==> src/hw/rtl/affine_warp_nearest_clamp_assert.svh <==
// Assertion helpers; the using module provides clk and arst_n.
`ifndef AFFINE_WARP_NEAREST_CLAMP_ASSERT_SVH
`define AFFINE_WARP_NEAREST_CLAMP_ASSERT_SVH

// Same-cycle implication.
`define AWNC_ASSERT_IMPL(name, ante, cons) \
	name: assert property (@(posedge clk) disable iff (!arst_n) (ante) |-> (cons)) \
		else $error("awnc: property failed");

// Next-cycle implication.
`define AWNC_ASSERT_NEXT(name, ante, cons) \
	name: assert property (@(posedge clk) disable iff (!arst_n) (ante) |=> (cons)) \
		else $error("awnc: property failed");

`endif

==> src/hw/rtl/awnc_pkg.sv <==
package awnc_pkg;

	localparam int COEF_W   = 32;
	localparam int FRAC_W   = 16;
	localparam int COORD_W  = 12;
	localparam int CH_W     = 2;
	localparam int PIX_W    = 8;
	localparam int SIZE_W   = 9;
	localparam int APB_AW   = 5;
	localparam int APB_DW   = 32;

	// result queue and its credit counter
	localparam int QUEUE_DEPTH = 8;
	localparam int QPTR_W      = 3;
	localparam int QCNT_W      = 4;

	localparam logic KIND_LOAD = 1'b0;
	localparam logic KIND_READ = 1'b1;

	localparam logic signed [COEF_W-1:0] COEF_ONE  = 32'sd65536;
	localparam logic signed [COEF_W-1:0] COEF_ZERO = 32'sd0;
	localparam logic [SIZE_W-1:0]        SIZE_RST  = 9'd256;

	typedef enum logic [2:0] {
		REG_COEF_XX      = 3'd0,
		REG_COEF_XY      = 3'd1,
		REG_COEF_XT      = 3'd2,
		REG_COEF_YX      = 3'd3,
		REG_COEF_YY      = 3'd4,
		REG_COEF_YT      = 3'd5,
		REG_IMAGE_WIDTH  = 3'd6,
		REG_IMAGE_HEIGHT = 3'd7
	} reg_idx_t;

	typedef struct packed {
		logic signed [COEF_W-1:0] coef_xx;
		logic signed [COEF_W-1:0] coef_xy;
		logic signed [COEF_W-1:0] coef_xt;
		logic signed [COEF_W-1:0] coef_yx;
		logic signed [COEF_W-1:0] coef_yy;
		logic signed [COEF_W-1:0] coef_yt;
		logic [SIZE_W-1:0]        image_width;
		logic [SIZE_W-1:0]        image_height;
	} cfg_t;

endpackage

==> src/hw/rtl/awnc_axis.sv <==
// One source axis: a*x + b*y + t*size in Q.16, truncated toward zero and
// clamped to 0..size-1. Three register stages, no stall.
module awnc_axis #(
	parameter int SW    = 9,
	parameter int OUT_W = 8
) (
	input  logic                                clk,
	input  logic signed [awnc_pkg::COEF_W-1:0]  coef_a,
	input  logic signed [awnc_pkg::COEF_W-1:0]  coef_b,
	input  logic signed [awnc_pkg::COEF_W-1:0]  coef_t,
	input  logic        [awnc_pkg::COORD_W-1:0] x,
	input  logic        [awnc_pkg::COORD_W-1:0] y,
	input  logic        [SW-1:0]                size,
	output logic        [OUT_W-1:0]             coord_s4
);
	import awnc_pkg::*;

	localparam int MW    = ((COORD_W > SW) ? COORD_W : SW) + 1;
	localparam int PW    = COEF_W + MW;
	localparam int ACC_W = PW + 2;
	localparam int QW    = ACC_W - FRAC_W;

	logic signed [MW-1:0]    x_ext, y_ext, size_ext;
	logic signed [PW-1:0]    prod_a_s2, prod_b_s2, prod_t_s2;
	logic        [SW-1:0]    size_s2, size_s3;
	logic signed [ACC_W-1:0] acc_s3;
	logic        [QW-1:0]    quot;

	assign x_ext    = $signed(MW'(x));
	assign y_ext    = $signed(MW'(y));
	assign size_ext = $signed(MW'(size));

	// widen both factors so the full product is kept
	always_ff @(posedge clk) begin
		prod_a_s2 <= PW'(coef_a) * PW'(x_ext);
		prod_b_s2 <= PW'(coef_b) * PW'(y_ext);
		prod_t_s2 <= PW'(coef_t) * PW'(size_ext);
		size_s2   <= size;
	end

	always_ff @(posedge clk) begin
		acc_s3  <= ACC_W'(prod_a_s2) + ACC_W'(prod_b_s2) + ACC_W'(prod_t_s2);
		size_s3 <= size_s2;
	end

	// a negative sum truncates to zero or below, so it clamps to 0
	assign quot = acc_s3[ACC_W-1:FRAC_W];

	always_ff @(posedge clk) begin
		if (acc_s3[ACC_W-1]) begin
			coord_s4 <= '0;
		end else if (quot >= QW'(size_s3)) begin
			coord_s4 <= OUT_W'(size_s3 - SW'(1));
		end else begin
			coord_s4 <= OUT_W'(quot);
		end
	end

endmodule

==> config.mk <==
export PLATFORM = sky130hd
export DESIGN_NAME = awnc_axis
export DESIGN_NICKNAME = d
export VERILOG_FILES = /design/src/hw/rtl/affine_warp_nearest_clamp_assert.svh /design/src/hw/rtl/awnc_pkg.sv /design/src/hw/rtl/awnc_axis.sv
export SDC_FILE = /design/constraint.sdc
export NUM_CORES = 2
export LEC_CHECK = 0
export BUFFER_PORTS_ARGS = -buffer_cell sky130_fd_sc_hd__buf_2
export CORE_MARGIN = 2
export CORE_UTILIZATION = 31
export DETAILED_ROUTE_END_ITERATION = 10
export GPL_ROUTABILITY_DRIVEN = 1
export SETUP_SLACK_MARGIN = 0.02
export SLEW_MARGIN = 40
export SYNTH_ARGS = -nofsm -noshare
export SYNTH_HDL_FRONTEND = slang
export SYNTH_SLANG_ARGS = --single-unit
==> constraint.sdc <==
create_clock -name clk -period 11.37 [get_ports clk]
set_clock_uncertainty 0.05 [all_clocks]
set_input_delay 2.274 -clock clk [delete_from_list [all_inputs] [get_ports clk]]
set_output_delay 2.274 -clock clk [all_outputs]
set_load 0.02 [all_outputs]
==> summary.md <==
| Metric | Value |
|---|---|
| # resized after CTS | `0` |
| Final Core Density | `33.4%` |
| Fin area | `around 46000 sq um` |
| Vias in the first global route | `about 34k` |
| Placer Congestion | `between 0.8 and 0.9` |
| Synth warn | `0` |
| Skew-Pair Late Insertion Delay | `between 0.4 and 0.5 ns` |
| Crit-path slowest cell | `a221oi_1` |
| Synthesized flop and latch total | `roughly 190` |
| Mapped Area | `between 40000 and 50000 sq um` |
| Setup crit end kind | `flip-flop` |
| # hold bufs at CTS | `0` |
| DRT antenna net count | `0` |
| Worst slew pin tran | `between 0.8 and 0.9 ns` |
| Final setup TNS | `0 ns` |
| Post-DP HPWL | `between 80 and 90 mm` |
| Sequential fraction of the synthesis area | `a little under 9%` |
| # port buffers | `~140` |
| Area delta synth->final | `6.67%` |
| Largest net degree at the start of global routing | `34` |
| # DRC | `0` |
| Finished Layout Cells | `6576` |
| Max incr delay on CP | `0.61 ns` |
| CP top delay family | `adder cells` |
| Commonest cells after routing, fill and taps aside | `inv_1, fa_1, nand2_1` |
| Starting Density | `31.3%` |
| Reg2reg end | `acc_s3[44]` |
| RSZ-0062 raised after global routing | `false` |
| Synthesized Nets | `6210` |
| Total global-route track usage | `15.6%` |
| Most frequent CP cell | `fa_1` |
| Final min period | `about 8.3 ns` |
| # Post-CTS Setup Buffers | `0` |
| CTS tree | `yes` |
| Status | `completed` |
| Final net count | `6190` |
| Peak Freq | `approximately 0.12 GHz` |
| Crit path capture | `prod_a_s2[43]` |
| CP Launch Type | `primary input` |
| Buffers & Inverters on Critical Path | `4` |
| Root Buffer Master | `clkbuf_16` |
| WL/cell | `roughly 16 um` |
| Setup-failing EPs final | `0` |
| Clock sink count | `approximately 190` |
| First-pass GRT wire length | `about 180 mm` |
| Worst EP arrival | `about 8.6 ns` |
| Post-synth EDFFs | `0` |
| Via count | `roughly 31k` |
| WL final | `107 mm` |
| Area of the die | `142000 sq um` |
| Tcrit/Tclk final | `about three quarters` |
| Worst slew margin relative to its limit | `between 40% and 50%` |
| Die X-Extent | `about 380 um` |
| WP data required | `11.64 ns` |
| Inst Count DP | `6539` |
| Layout fillers | `about 14k` |
| Most used DFF post-synth | `dfxtp_1` |
| CP Launch Point | `x[7]` |
| Router iterations before antenna repair | `5` |
| Synth async-reset ratio | `0%` |
| Cells after Synth | `between 4k and 5k` |
| Reg-to-reg slack, setup | `about 6.9 ns` |
| Max_cap viols | `0` |
| Detailed Route Iter0 Violations | `around 1.8k` |
| Max H-tree Level | `4` |
| Inserted Clock Buffers | `17` |
| Ratio of cells with drive above 1 in the final layout | `between 3 and 4%` |
| Synth unique cells | `64` |
| Initial antenna violation count | `13` |
| Standard cell core area | `138000 sq um` |
| Vias/cell | `~4.7` |
| CP Class | `primary input to flip-flop` |
| Levels on crit path | `21` |
| Final hold violations | `0` |
| R2R depth | `12` |
| Max-slew violations | `0` |
| Global route overflow | `0` |
| Syn Area/Cell | `9.03 sq um` |
| CTS clock-pin slew for the worst setup and hold paths | `about 0.07 ns` |
| I/O pin cnt | `around 140` |
| Die Y | `~380 um` |
| RR Startpoint | `prod_t_s2[27]` |
| Cell Area, Placed | `roughly 45000 sq um` |
| Core Rows | `approximately 140` |
| CTS max path bufs | `2` |
| Most common cell after layout, fill and taps aside | `inv_1` |
| Min-Delay Path Class | `flip-flop to flip-flop` |
| CP Cell Sequence | `buf_2 -> nand2_1 -> fa_1 -> inv_1 -> fa_1 -> fa_1 -> fa_1 -> inv_1 -> fa_1 -> inv_1 -> ha_1 -> a21oi_1 -> o21ai_0 -> a21o_1 -> a221oi_1 -> o21a_1 -> a21oi_1 -> o31ai_1 -> a31oi_1 -> mux2i_1 -> a2111oi_0` |
| Worst-path maximum fanout | `32` |
## layout make-up
class                      count  area (sq um)  area share [%]
tap                         1794          2240            4.87
timing repair buffer         139           701            1.52
sequential                   189          3780            8.21
inverter                    1123          4220            9.15
clock inverter                13           148           0.320
multi-input combinational   3294         34500            74.9
antenna                        5          12.5          0.0272
clock buffer                  19           443           0.961
## worst min-delay path by stage
stage	depth (start not counted)	slack, ns	from	to
2_1_floorplan	0	0.26	size_s2[0]	size_s3[0]
3_3_place_gp	0	0.26	size_s2[1]	size_s3[1]
3_5_place_dp	0	0.26	size_s2[8]	size_s3[8]
4_1_cts	0	0.28	size_s2[7]	size_s3[7]
5_1_grt	0	0.28	size_s2[4]	size_s3[4]
6_report	0	0.28	size_s2[4]	size_s3[4]
## worst register-to-register path: cells and delay by family (launching register included)
family | cells | cell delay [ns]
fa+ha+maj | 2 | 0.90
flops | 1 | 0.50
compound gates | 5 | 1.73
simple gates | 5 | 1.22
## metrics by stage
| stage | worst slack [ns] | hold slack [ns] |
|---|---|---|
| after floorplan | 3.54 | 0.260 |
| after global placement | 2.66 | 0.262 |
| after detailed placement | 2.56 | 0.263 |
| after CTS | 3.03 | 0.280 |
| after global routing | 2.53 | 0.282 |
| final | 3.03 | 0.279 |
## cell usage after synthesis (all sizes together), types with 42 or more instances
master / count / share of area (%)
clkbuf: 177 / 1.5
xor2: 42 / 0.85
ha: 342 / 9.9
a21oi: 145 / 1.7
xnor2: 107 / 2.2
nor2: 95 / 0.83
dfxtp: 189 / 8.8
fa: 954 / 44
o21ai: 75 / 0.87
inv: 1123 / 9.8
a21o: 65 / 1.1
nand2: 625 / 5.5
and2: 509 / 7.4
## per-layer routing
metal	GRT usage [%]	vias up	wire length (um)
li1	-	14187	-
met1	20.2	15867	46000
met2	27.4	798	53000
met3	2.17	151	5620
met4	3.68	12	2490
met5	0	-	72
## sequential cells by signal, summed over array words and instances, names as in the netlist
register	flops
coord_s4	8
prod_a_s2	45
acc_s3	31
size_s2	9
prod_t_s2	42
prod_b_s2	45
size_s3	9
## cell families after synthesis
family / count (synthesis) / share of synthesized area [%]
buffers and inverters: 1301 / 11.3
flip-flops: 189 / 8.76
XOR/XNOR: 149 / 3.02
adder cells (fa/ha/maj): 1296 / 54.1
AO/OA/AOI/OAI: 432 / 6.43
multiplexers: 9 / 0.209
AND/OR/NAND/NOR: 1408 / 16.2
Power is left out: the tool's default activity adds up to more than one toggle a clock period on the data nets, which glitch-free logic cannot reach.
