$ cat config.mk
export PLATFORM = sky130hd
export DESIGN_NAME = awnc_regs
export DESIGN_NICKNAME = d
export VERILOG_FILES = /design/src/hw/rtl/affine_warp_nearest_clamp_assert.svh /design/src/hw/rtl/awnc_pkg.sv /design/src/hw/rtl/awnc_regs.sv
export SDC_FILE = /design/constraint.sdc
export NUM_CORES = 1
export LEC_CHECK = 0
export BUFFER_PORTS_ARGS = -buffer_cell sky130_fd_sc_hd__buf_2
export CORE_MARGIN = 2
export CORE_UTILIZATION = 28
export DETAILED_ROUTE_END_ITERATION = 7
export PLACE_DENSITY = 0.5
export SLEW_MARGIN = 10
export SYNTH_ARGS = -nofsm -noshare
export SYNTH_HDL_FRONTEND = slang
export SYNTH_SLANG_ARGS = --single-unit
export TNS_END_PERCENT = 30
$ cat constraint.sdc
create_clock -name clk -period 2.12 [get_ports clk]
set_input_delay 0.318 -clock clk [delete_from_list [all_inputs] [get_ports clk]]
set_output_delay 0.318 -clock clk [all_outputs]
set_load 0.1 [all_outputs]
$ cat src/hw/rtl/affine_warp_nearest_clamp_assert.svh
// Assertion helpers; the using module provides clk and arst_n.
`ifndef AFFINE_WARP_NEAREST_CLAMP_ASSERT_SVH
`define AFFINE_WARP_NEAREST_CLAMP_ASSERT_SVH

// Same-cycle implication.
`define AWNC_ASSERT_IMPL(name, ante, cons) \
	name: assert property (@(posedge clk) disable iff (!arst_n) (ante) |-> (cons)) \
		else $error("awnc: property failed");

// Next-cycle implication.
`define AWNC_ASSERT_NEXT(name, ante, cons) \
	name: assert property (@(posedge clk) disable iff (!arst_n) (ante) |=> (cons)) \
		else $error("awnc: property failed");

`endif

$ cat src/hw/rtl/awnc_pkg.sv
package awnc_pkg;

	localparam int COEF_W   = 32;
	localparam int FRAC_W   = 16;
	localparam int COORD_W  = 12;
	localparam int CH_W     = 2;
	localparam int PIX_W    = 8;
	localparam int SIZE_W   = 9;
	localparam int APB_AW   = 5;
	localparam int APB_DW   = 32;

	// result queue and its credit counter
	localparam int QUEUE_DEPTH = 8;
	localparam int QPTR_W      = 3;
	localparam int QCNT_W      = 4;

	localparam logic KIND_LOAD = 1'b0;
	localparam logic KIND_READ = 1'b1;

	localparam logic signed [COEF_W-1:0] COEF_ONE  = 32'sd65536;
	localparam logic signed [COEF_W-1:0] COEF_ZERO = 32'sd0;
	localparam logic [SIZE_W-1:0]        SIZE_RST  = 9'd256;

	typedef enum logic [2:0] {
		REG_COEF_XX      = 3'd0,
		REG_COEF_XY      = 3'd1,
		REG_COEF_XT      = 3'd2,
		REG_COEF_YX      = 3'd3,
		REG_COEF_YY      = 3'd4,
		REG_COEF_YT      = 3'd5,
		REG_IMAGE_WIDTH  = 3'd6,
		REG_IMAGE_HEIGHT = 3'd7
	} reg_idx_t;

	typedef struct packed {
		logic signed [COEF_W-1:0] coef_xx;
		logic signed [COEF_W-1:0] coef_xy;
		logic signed [COEF_W-1:0] coef_xt;
		logic signed [COEF_W-1:0] coef_yx;
		logic signed [COEF_W-1:0] coef_yy;
		logic signed [COEF_W-1:0] coef_yt;
		logic [SIZE_W-1:0]        image_width;
		logic [SIZE_W-1:0]        image_height;
	} cfg_t;

endpackage

$ cat src/hw/rtl/awnc_regs.sv
module awnc_regs (
	input  logic                        clk,
	input  logic                        arst_n,
	input  logic                        psel,
	input  logic                        penable,
	input  logic                        pwrite,
	input  logic [awnc_pkg::APB_AW-1:0] paddr,
	input  logic [awnc_pkg::APB_DW-1:0] pwdata,
	output logic [awnc_pkg::APB_DW-1:0] prdata,
	output logic                        pready,
	output awnc_pkg::cfg_t              cfg
);
	import awnc_pkg::*;

	cfg_t     cfg_q;
	reg_idx_t idx;
	logic     wr_en;

	assign idx    = reg_idx_t'(paddr[APB_AW-1:2]);
	assign wr_en  = psel && penable && pwrite;
	assign pready = 1'b1;
	assign cfg    = cfg_q;

	always_ff @(posedge clk or negedge arst_n) begin
		if (!arst_n) begin
			cfg_q.coef_xx      <= COEF_ONE;
			cfg_q.coef_xy      <= COEF_ZERO;
			cfg_q.coef_xt      <= COEF_ZERO;
			cfg_q.coef_yx      <= COEF_ZERO;
			cfg_q.coef_yy      <= COEF_ONE;
			cfg_q.coef_yt      <= COEF_ZERO;
			cfg_q.image_width  <= SIZE_RST;
			cfg_q.image_height <= SIZE_RST;
		end else if (wr_en) begin
			unique case (idx)
				REG_COEF_XX:      cfg_q.coef_xx      <= $signed(pwdata);
				REG_COEF_XY:      cfg_q.coef_xy      <= $signed(pwdata);
				REG_COEF_XT:      cfg_q.coef_xt      <= $signed(pwdata);
				REG_COEF_YX:      cfg_q.coef_yx      <= $signed(pwdata);
				REG_COEF_YY:      cfg_q.coef_yy      <= $signed(pwdata);
				REG_COEF_YT:      cfg_q.coef_yt      <= $signed(pwdata);
				REG_IMAGE_WIDTH:  cfg_q.image_width  <= pwdata[SIZE_W-1:0];
				REG_IMAGE_HEIGHT: cfg_q.image_height <= pwdata[SIZE_W-1:0];
			endcase
		end
	end

	always_comb begin
		unique case (idx)
			REG_COEF_XX:      prdata = cfg_q.coef_xx;
			REG_COEF_XY:      prdata = cfg_q.coef_xy;
			REG_COEF_XT:      prdata = cfg_q.coef_xt;
			REG_COEF_YX:      prdata = cfg_q.coef_yx;
			REG_COEF_YY:      prdata = cfg_q.coef_yy;
			REG_COEF_YT:      prdata = cfg_q.coef_yt;
			REG_IMAGE_WIDTH:  prdata = APB_DW'(cfg_q.image_width);
			REG_IMAGE_HEIGHT: prdata = APB_DW'(cfg_q.image_height);
		endcase
	end

endmodule

==> impl_metrics.json, run 1 <==
{
  "gr-usage-met2_pct": 29.0,
  "cts-htree-levels": 1,
  "grt_pass1_vias": 7419,
  "status": "finished, final reports clean",
  "cp_cell_sequence": "buf_4 > nor2b_4 > buf_4 > a211oi_1 > buf_4 > a21oi_4 > buf_12",
  "hold_class": "in -> reg",
  "crit_start": "paddr[3]",
  "clk_pin_slew_ns": 0.06,
  "crit_type": "in -> out",
  "drc": 0,
  "worst_pin_slew_ns": 0.559,
  "critPathCapture": "prdata[14]",
  "period_needed_ns": 2.12,
  "num_rows": 67,
  "ys_seq_area_share_pct": 55.2,
  "cp_common_cell": "buf_4",
  "use_met1_pct": 25.2,
  "overflow": 0,
  "met3_usage_pct": 5.51,
  "critPathArrivalTime_ns": 1.80,
  "start_kind": "input pin",
  "die_h_um": 188,
  "slowest_stage": "nor2b_4",
  "fin_nets": 1080,
  "syn_inst": 709,
  "fp.dieW_um": 188,
  "wl_per_cell_um": 22.0,
  "core_mm2": 0.0335,
  "place_inst": 1453,
  "clock_skew_ns": 0,
  "r2r_setup_slack_ns": 1.21,
  "layout-drive-gt1-share_pct": 57.4,
  "ys_seq_elements": 210,
  "area.growth.synth_to_final_pct": 43.6,
  "cts_num_sinks": 210,
  "cts_buffers": 25,
  "worstSkewPairLatency_ns": 0.52,
  "synth_edf_count": 0,
  "clockRootBuffer": "clkbuf_16",
  "drt_iter0_drc": 303,
  "setup_viol": 0,
  "hold_ws_ns": 0.0858,
  "p_per_area_mw_per_mm2": 1420,
  "holdCritStartpoint": "pwdata[10]",
  "regToRegEndpoint": "cfg[42]",
  "mappedNetlistNets": 751,
  "tns_ns": 0,
  "synthFlopType": "dfrtp_1",
  "max_freq_mhz": 473,
  "n_antenna_cell": 0,
  "required_ns": 1.80,
  "yosysWarnings": 0,
  "cts_buffer_depth": 3,
  "top_usage_layer": "met2",
  "ff2ff_path_depth": 2,
  "power.total_mw": 19.4,
  "globalplace.congestion": 0.746,
  "maxCapViolCount": 0,
  "drv_slew": 0,
  "wl_um": 33100,
  "end_kind": "output port",
  "cts_tree": "built",
  "io-pin-count": 285,
  "firstDrtPassIters": 7,
  "fin_crit_sh_pct": 99.8,
  "regToRegStartpoint": "cfg[42]",
  "fin_util_pct": 40.8,
  "ant_nets": 0,
  "largest_reg_flops": 210,
  "max-slew-margin-rel_pct": 63.0,
  "synth_area_per_cell_um2": 13.4,
  "synth_area_mm2": 0.00952,
  "cpPeakStageDelay_ns": 0.42,
  "initial_core_util_pct": 28.4,
  "final_cell_mix": "buf_2 (245), dfrtp_1 (191), mux2_2 (144), mux2_1 (66), buf_4 (53)",
  "synth_async_sr_flop_share_pct": 100,
  "dieArea_mm2": 0.0355,
  "viasPerCell": 4.82,
  "layout_commonest_cell": "buf_2",
  "grt_pass1_wl_um": 49500,
  "synth_cell_types": 31,
  "dr_total_vias": 7249,
  "hold_violations": 0,
  "stdcell_count": 1505,
  "antenna_found_initial": 0,
  "track_usage_pct": 18.3,
  "port-buffer-count": 281,
  "cp_max_fo": 14,
  "grt_max_degree": 51,
  "rsz0062_at_grt": "yes",
  "max-vdd-ir-drop_mv": 0.887,
  "hpwl_um": 22900,
  "cellLeakagePower_nw": 6.61
}
## cells by family (layout without fill, tap and decap cells)
group                  Yosys count  in the layout  synth area share, %
other                            1              1               0.0394
flip-flops                     210            210                 55.2
AO/OA/AOI/OAI                  109            109                 8.00
buffers and inverters           56            404                 2.93
AND/OR/NAND/NOR                 74             74                 3.80
multiplexers                   259            259                 30.0
## layout make-up
type	instances	area (um2)
clock buffer	37	701
clock inverter	9	101
fill	3256	19900
inverter	5	18.8
multi-input combinational	443	4330
sequential	210	5280
tap	448	561
timing repair buffer	353	2690
## critical path, delay by kind of cell
family                 cells  cell delay (ns)
AO/OA/AOI/OAI              2             0.24
buffers and inverters      4             0.82
AND/OR/NAND/NOR            1             0.42
## worst min-delay path by stage
| stage | to | cells past startpoint | slack (ns) |
|---|---|---|---|
| after global placement | cfg[4] | 1 | 0.27 |
| after global routing | cfg[124] | 2 | 0.07 |
| after CTS | cfg[124] | 2 | 0.05 |
| after floorplan | cfg[0] | 0 | 0.02 |
| final | cfg[124] | 2 | 0.09 |
| after detailed placement | cfg[4] | 1 | 0.28 |
## Yosys cell counts (all sizes together) (4+ instances only)
master	instances	area share, %
o21ai	7	0.37
nor2	46	1.9
inv	5	0.20
buf	32	2.0
a211oi	20	1.6
o21bai	5	0.39
dfrtp	206	54
a22o	11	1.0
mux2	210	25
nand2b	5	0.33
dfstp	4	1.1
a22oi	11	0.87
a21oi	29	1.5
mux2i	49	5.2
o22a	11	1.0
nor2b	10	0.66
a222oi	6	0.63
clkbuf	19	0.75
o22ai	8	0.53
## per-layer routing
metal,routed length [um],vias to the layer above
li1,-,3255
met1,15000,3721
met2,15100,240
met3,2510,33
met4,448,0
met5,0,-
## metrics by stage
step	worst slack (ns)	area [um2]
after floorplan	-0.203	9800
after global placement	-0.200	12700
after detailed placement	-0.227	12700
after CTS	-0.0336	13600
after global routing	-0.109	13700
final	0.00473	13700
## what timing repair did
| action | in CTS | in global routing |
|---|---|---|
| setup endpoints to repair | 28 | 27 |
| hold endpoints to repair | 43 | 0 |
| hold buffers | 1 | 0 |
| pin swaps | 3 | 7 |
| buffers inserted | 3 | 2 |
| gates resized for setup | 11 | 10 |
## power by group
part	internal, mW	switching (mW)
Sequential	4.82	0.620
Combinational	1.84	7.84
Clock	2.53	1.71
Note: power is estimated with default switching activity, not from simulation.
==> run 2, diff against run 1 <==
Clock period 2.12 ns to 2.5 ns, I/O delays scaled along.
==> impl_metrics.json, run 2 (synthesis results as in run 1) <==
{
  "status": "finished, final reports clean",
  "io-pin-count": 285,
  "overflow": 0,
  "cts_tree": "built",
  "postCtsSetupRepairBufs": 0,
  "crit_type": "in -> out",
  "layout-drive-gt1-share_pct": 53.1,
  "tns_ns": 0,
  "die_h_um": 188,
  "fill_cells": 3314,
  "n_antenna_cell": 0,
  "required_ns": 2.12,
  "dieArea_mm2": 0.0355,
  "drt_iter0_drc": 294,
  "worst_pin_slew_ns": 0.588,
  "setup_viol": 0,
  "drc": 0,
  "hold_class": "in -> reg",
  "cp_common_cell": "buf_12",
  "cts_buffers": 26,
  "core_mm2": 0.0335,
  "cts-htree-levels": 1,
  "cts_buffer_depth": 3,
  "wl_um": 31600,
  "firstDrtPassIters": 4,
  "end_kind": "output port",
  "final_cell_mix": "buf_2 (246), dfrtp_1 (206), mux2_2 (144), mux2_1 (66), mux2i_1 (49)",
  "maxCapViolCount": 0,
  "drv_slew": 0,
  "period_needed_ns": 2.30,
  "largest_reg_flops": 210,
  "num_rows": 67,
  "hold_violations": 0,
  "fin_nets": 1056,
  "grt_pass1_vias": 7331,
  "fp.dieW_um": 188,
  "ant_nets": 0,
  "track_usage_pct": 17.5,
  "hpwl_um": 21900,
  "cpPeakStageDelay_ns": 0.38,
  "dp_slack_ns": 0.0748,
  "port-buffer-count": 281,
  "clock_skew_ns": 0,
  "grt_max_degree": 62,
  "cellLeakagePower_nw": 6.46,
  "viasPerCell": 4.73,
  "setup_ws_ns": 0.199,
  "fin_crit_sh_pct": 92.1,
  "max-vdd-ir-drop_mv": 0.576,
  "antenna_found_initial": 1,
  "worstSkewPairLatency_ns": 0.52,
  "p_per_area_mw_per_mm2": 1250,
  "area.growth.synth_to_final_pct": 38.8,
  "cp_cell_sequence": "buf_2 > nor2b_2 > buf_12 > a22o_1 > a222oi_1 > o21ai_2 > buf_12",
  "globalplace.congestion": 0.737,
  "slowest_stage": "a222oi_1",
  "cp_max_fo": 20,
  "layout_commonest_cell": "buf_2",
  "max-slew-margin-rel_pct": 60.7,
  "critPathArrivalTime_ns": 1.93,
  "wl_per_cell_um": 21.3,
  "clockRootBuffer": "clkbuf_16",
  "cts_num_sinks": 210,
  "start_kind": "input pin",
  "initial_core_util_pct": 28.4,
  "max_freq_mhz": 435,
  "rsz0062_at_grt": "no",
  "dr_total_vias": 7013,
  "grt_pass1_wl_um": 47600,
  "clk_pin_slew_ns": 0.06
}
## run 2: cell count changes in the layout (fill, tap and decap cells not counted), moves of 14 or more
cell / previous run / this run
dfrtp_1: 191 / 206
a21oi_4: 14 / 0
dfrtp_2: 15 / 0
a21oi_2: 0 / 14
buf_4: 53 / 39
## run 2: per-stage QoR
stage | hold WS, ns | utilization, % | area, um2 | total power, mW | cells
final | 0.135 | 39.4 | 13200 | 16.6 | 1482
after CTS | 0.112 | 39.4 | 13200 | 16.8 | 1482
after global routing | 0.132 | 39.4 | 13200 | 17.1 | 1482
after floorplan | 0.0794 | - | 9600 | 11.1 | 709
after global placement | 0.418 | 36.7 | 12300 | 12.7 | 1433
after detailed placement | 0.419 | 36.7 | 12300 | 12.7 | 1433
## run 2: routing by layer
| metal | track usage [%] | vias to the layer above | wire (um) |
|---|---|---|---|
| met2 | 29.0 | 212 | 14900 |
| met4 | 4.54 | 0 | 707 |
| met3 | 4.27 | 40 | 2030 |
| met5 | 0 | - | 0 |
| li1 | - | 3214 | - |
| met1 | 23.0 | 3547 | 13900 |
## run 2: path summary, 6_finish.rpt
path	slack, ns	end	depth (start not counted)	startpoint
max	0.20	prdata[10]	7	paddr[4]
min	0.14	cfg[144]	2	pwdata[30]
max reg2reg	1.67	cfg[184]	1	cfg[184]
min reg2reg	0.51	cfg[117]	1	cfg[117]
max in group asynchronous	1.37	cfg[66]	3	arst_n
min in group asynchronous	0.41	cfg[54]	2	arst_n
## run 2: critical path, delay by kind of cell
family	cells	cell delay (ns)
compound gates	3	0.74
buf+inv	3	0.57
simple gates	1	0.22
## run 2: timing repair
action | in CTS | in global routing
hold buffers | 1 | 0
gates resized for setup | 0 | 1
endpoints found under the setup margin | 0 | 6
hold endpoints to repair | 55 | 0
## run 2: cell type report
class / count / area, um2 / share of cell area, %
inverter: 5 / 18.8 / 0.142
clock buffer: 39 / 781 / 5.91
multi-input combinational: 443 / 4100 / 31.0
clock inverter: 9 / 129 / 0.975
sequential: 210 / 5260 / 39.8
timing repair buffer: 328 / 2370 / 17.9
tap: 448 / 561 / 4.24
## run 2: report_power, final
group	internal [mW]	leakage (nW)	switching [mW]	total [mW]
clock network	2.46	0.447	1.48	3.94
registers	4.08	2.68	0.528	4.61
logic	1.45	3.34	6.57	8.02
total	7.99	6.46	8.57	16.6
==> run 3, diff against run 2 <==
Settings changed: PLACE_DENSITY 0.5 to not set.
==> impl_metrics.json, run 3 (synthesis results as in run 1) <==
{
  "fin_nets": 1053,
  "fin_crit_sh_pct": 96.2,
  "largest_reg_flops": 210,
  "layout_commonest_cell": "buf_2",
  "firstDrtPassIters": 7,
  "ant_nets": 0,
  "area.growth.synth_to_final_pct": 39.3,
  "cp_common_cell": "buf_12",
  "core_mm2": 0.0335,
  "wl_um": 31000,
  "cpPeakStageDelay_ns": 0.30,
  "io-pin-count": 285,
  "dieArea_mm2": 0.0355,
  "worstSkewPairLatency_ns": 0.52,
  "max-vdd-ir-drop_mv": 0.728,
  "grt_max_degree": 82,
  "antenna_found_initial": 0,
  "maxCapViolCount": 0,
  "max_freq_mhz": 416,
  "hold_class": "in -> reg",
  "final_cell_mix": "buf_2 (246), dfrtp_1 (206), mux2_2 (144), mux2_1 (66), mux2i_1 (49)",
  "overflow": 0,
  "tns_ns": 0,
  "worst_pin_slew_ns": 0.771,
  "cts-htree-levels": 1,
  "globalplace.congestion": 0.772,
  "cts_num_sinks": 210,
  "hold_violations": 0,
  "wl_per_cell_um": 21.0,
  "placed_area_mm2": 0.0123,
  "setup_viol": 0,
  "drt_iter0_drc": 270,
  "crit_type": "in -> out",
  "clock_skew_ns": 0,
  "layout-drive-gt1-share_pct": 53.6,
  "period_needed_ns": 2.40,
  "cts_buffer_depth": 3,
  "cts_tree": "built",
  "start_kind": "input pin",
  "clockRootBuffer": "clkbuf_16",
  "initial_core_util_pct": 28.4,
  "status": "finished, final reports clean",
  "cp_cell_sequence": "buf_2 > buf_4 > buf_6 > nor2b_4 > buf_12 > a22o_1 > a222oi_1 > o21ai_2 > buf_12",
  "drv_slew": 0,
  "fin_util_pct": 39.5,
  "clk_pin_slew_ns": 0.06,
  "track_usage_pct": 17.2,
  "grt_pass1_vias": 7257,
  "end_kind": "output port",
  "n_antenna_cell": 0,
  "required_ns": 2.12,
  "cellLeakagePower_nw": 6.47,
  "rsz0062_at_grt": "no",
  "critPathArrivalTime_ns": 2.03,
  "hpwl_um": 21600,
  "fp.dieW_um": 188,
  "viasPerCell": 4.82,
  "postCtsSetupRepairBufs": 0,
  "dr_total_vias": 7124,
  "port-buffer-count": 281,
  "cts_buffers": 25,
  "stdcell_area_mm2": 0.0133,
  "grt_pass1_wl_um": 46900,
  "hold_ws_ns": 0.122,
  "max-slew-margin-rel_pct": 48.4,
  "die_h_um": 188,
  "p_per_area_mw_per_mm2": 1270,
  "num_rows": 67,
  "drc": 0,
  "slowest_stage": "a222oi_1",
  "cp_max_fo": 18
}
-- run 3: cell count changes in the layout (fill, tap and decap cells not counted), sizes merged --
cell and delta:
inv +1, buf -2, clkinvlp +3, clkinv +1, bufinv +4, clkbuf -11
-- run 3: per-stage QoR --
stage	cells	setup WS, ns	power, mW
floorplan	709	-0.160	11.1
global placement	1431	-0.173	12.7
detailed placement	1431	-0.154	12.7
CTS	1478	0.00316	16.9
global route	1478	0.0282	17.3
finish	1478	0.0959	16.8
-- run 3: worst max-delay path, delay by kind of cell --
| family | cells | cell delay (ns) |
|---|---|---|
| AOI/OAI and AO/OA | 3 | 0.66 |
| buffers and inverters | 5 | 0.82 |
| and+or+nand+nor | 1 | 0.16 |
-- run 3: routing by layer --
metal / track usage, % / wire [um]
met1: 22.5 / 13400
met2: 28.8 / 15000
met5: 0 / 0
met4: 4.99 / 852
met3: 3.45 / 1750
-- run 3: cell type report --
type / count / area [um2]
clock buffer: 28 / 667
inverter: 5 / 18.8
tap: 448 / 561
sequential: 210 / 5260
fill: 3252 / 20300
multi-input combinational: 443 / 4110
clock inverter: 18 / 283
timing repair buffer: 326 / 2360
-- run 3: repair_timing --
| action | in CTS | in global routing |
|---|---|---|
| setup endpoints to repair | 11 | 10 |
| resized for setup | 2 | 3 |
| hold endpoints to repair | 21 | 0 |
| pin swaps | 1 | 2 |
| hold buffers | 1 | 0 |
-- run 3: path summary, 6_finish.rpt --
path,slack [ns],cells after the start,start,end
setup / recovery,0.1,9,paddr[4],prdata[24]
hold / removal,0.12,2,pwdata[28],cfg[142]
setup reg to reg,1.67,1,cfg[208],cfg[208]
hold reg to reg,0.51,1,cfg[198],cfg[198]
max in group asynchronous,1.45,3,arst_n,cfg[131]
min in group asynchronous,0.28,2,arst_n,cfg[183]
-- run 3: power by group --
group / total (mW) / internal (mW) / switching, mW / leakage, nW
combinational: 8.00 / 1.45 / 6.55 / 3.34
clock: 4.16 / 2.65 / 1.51 / 0.458
sequential: 4.62 / 4.08 / 0.538 / 2.68
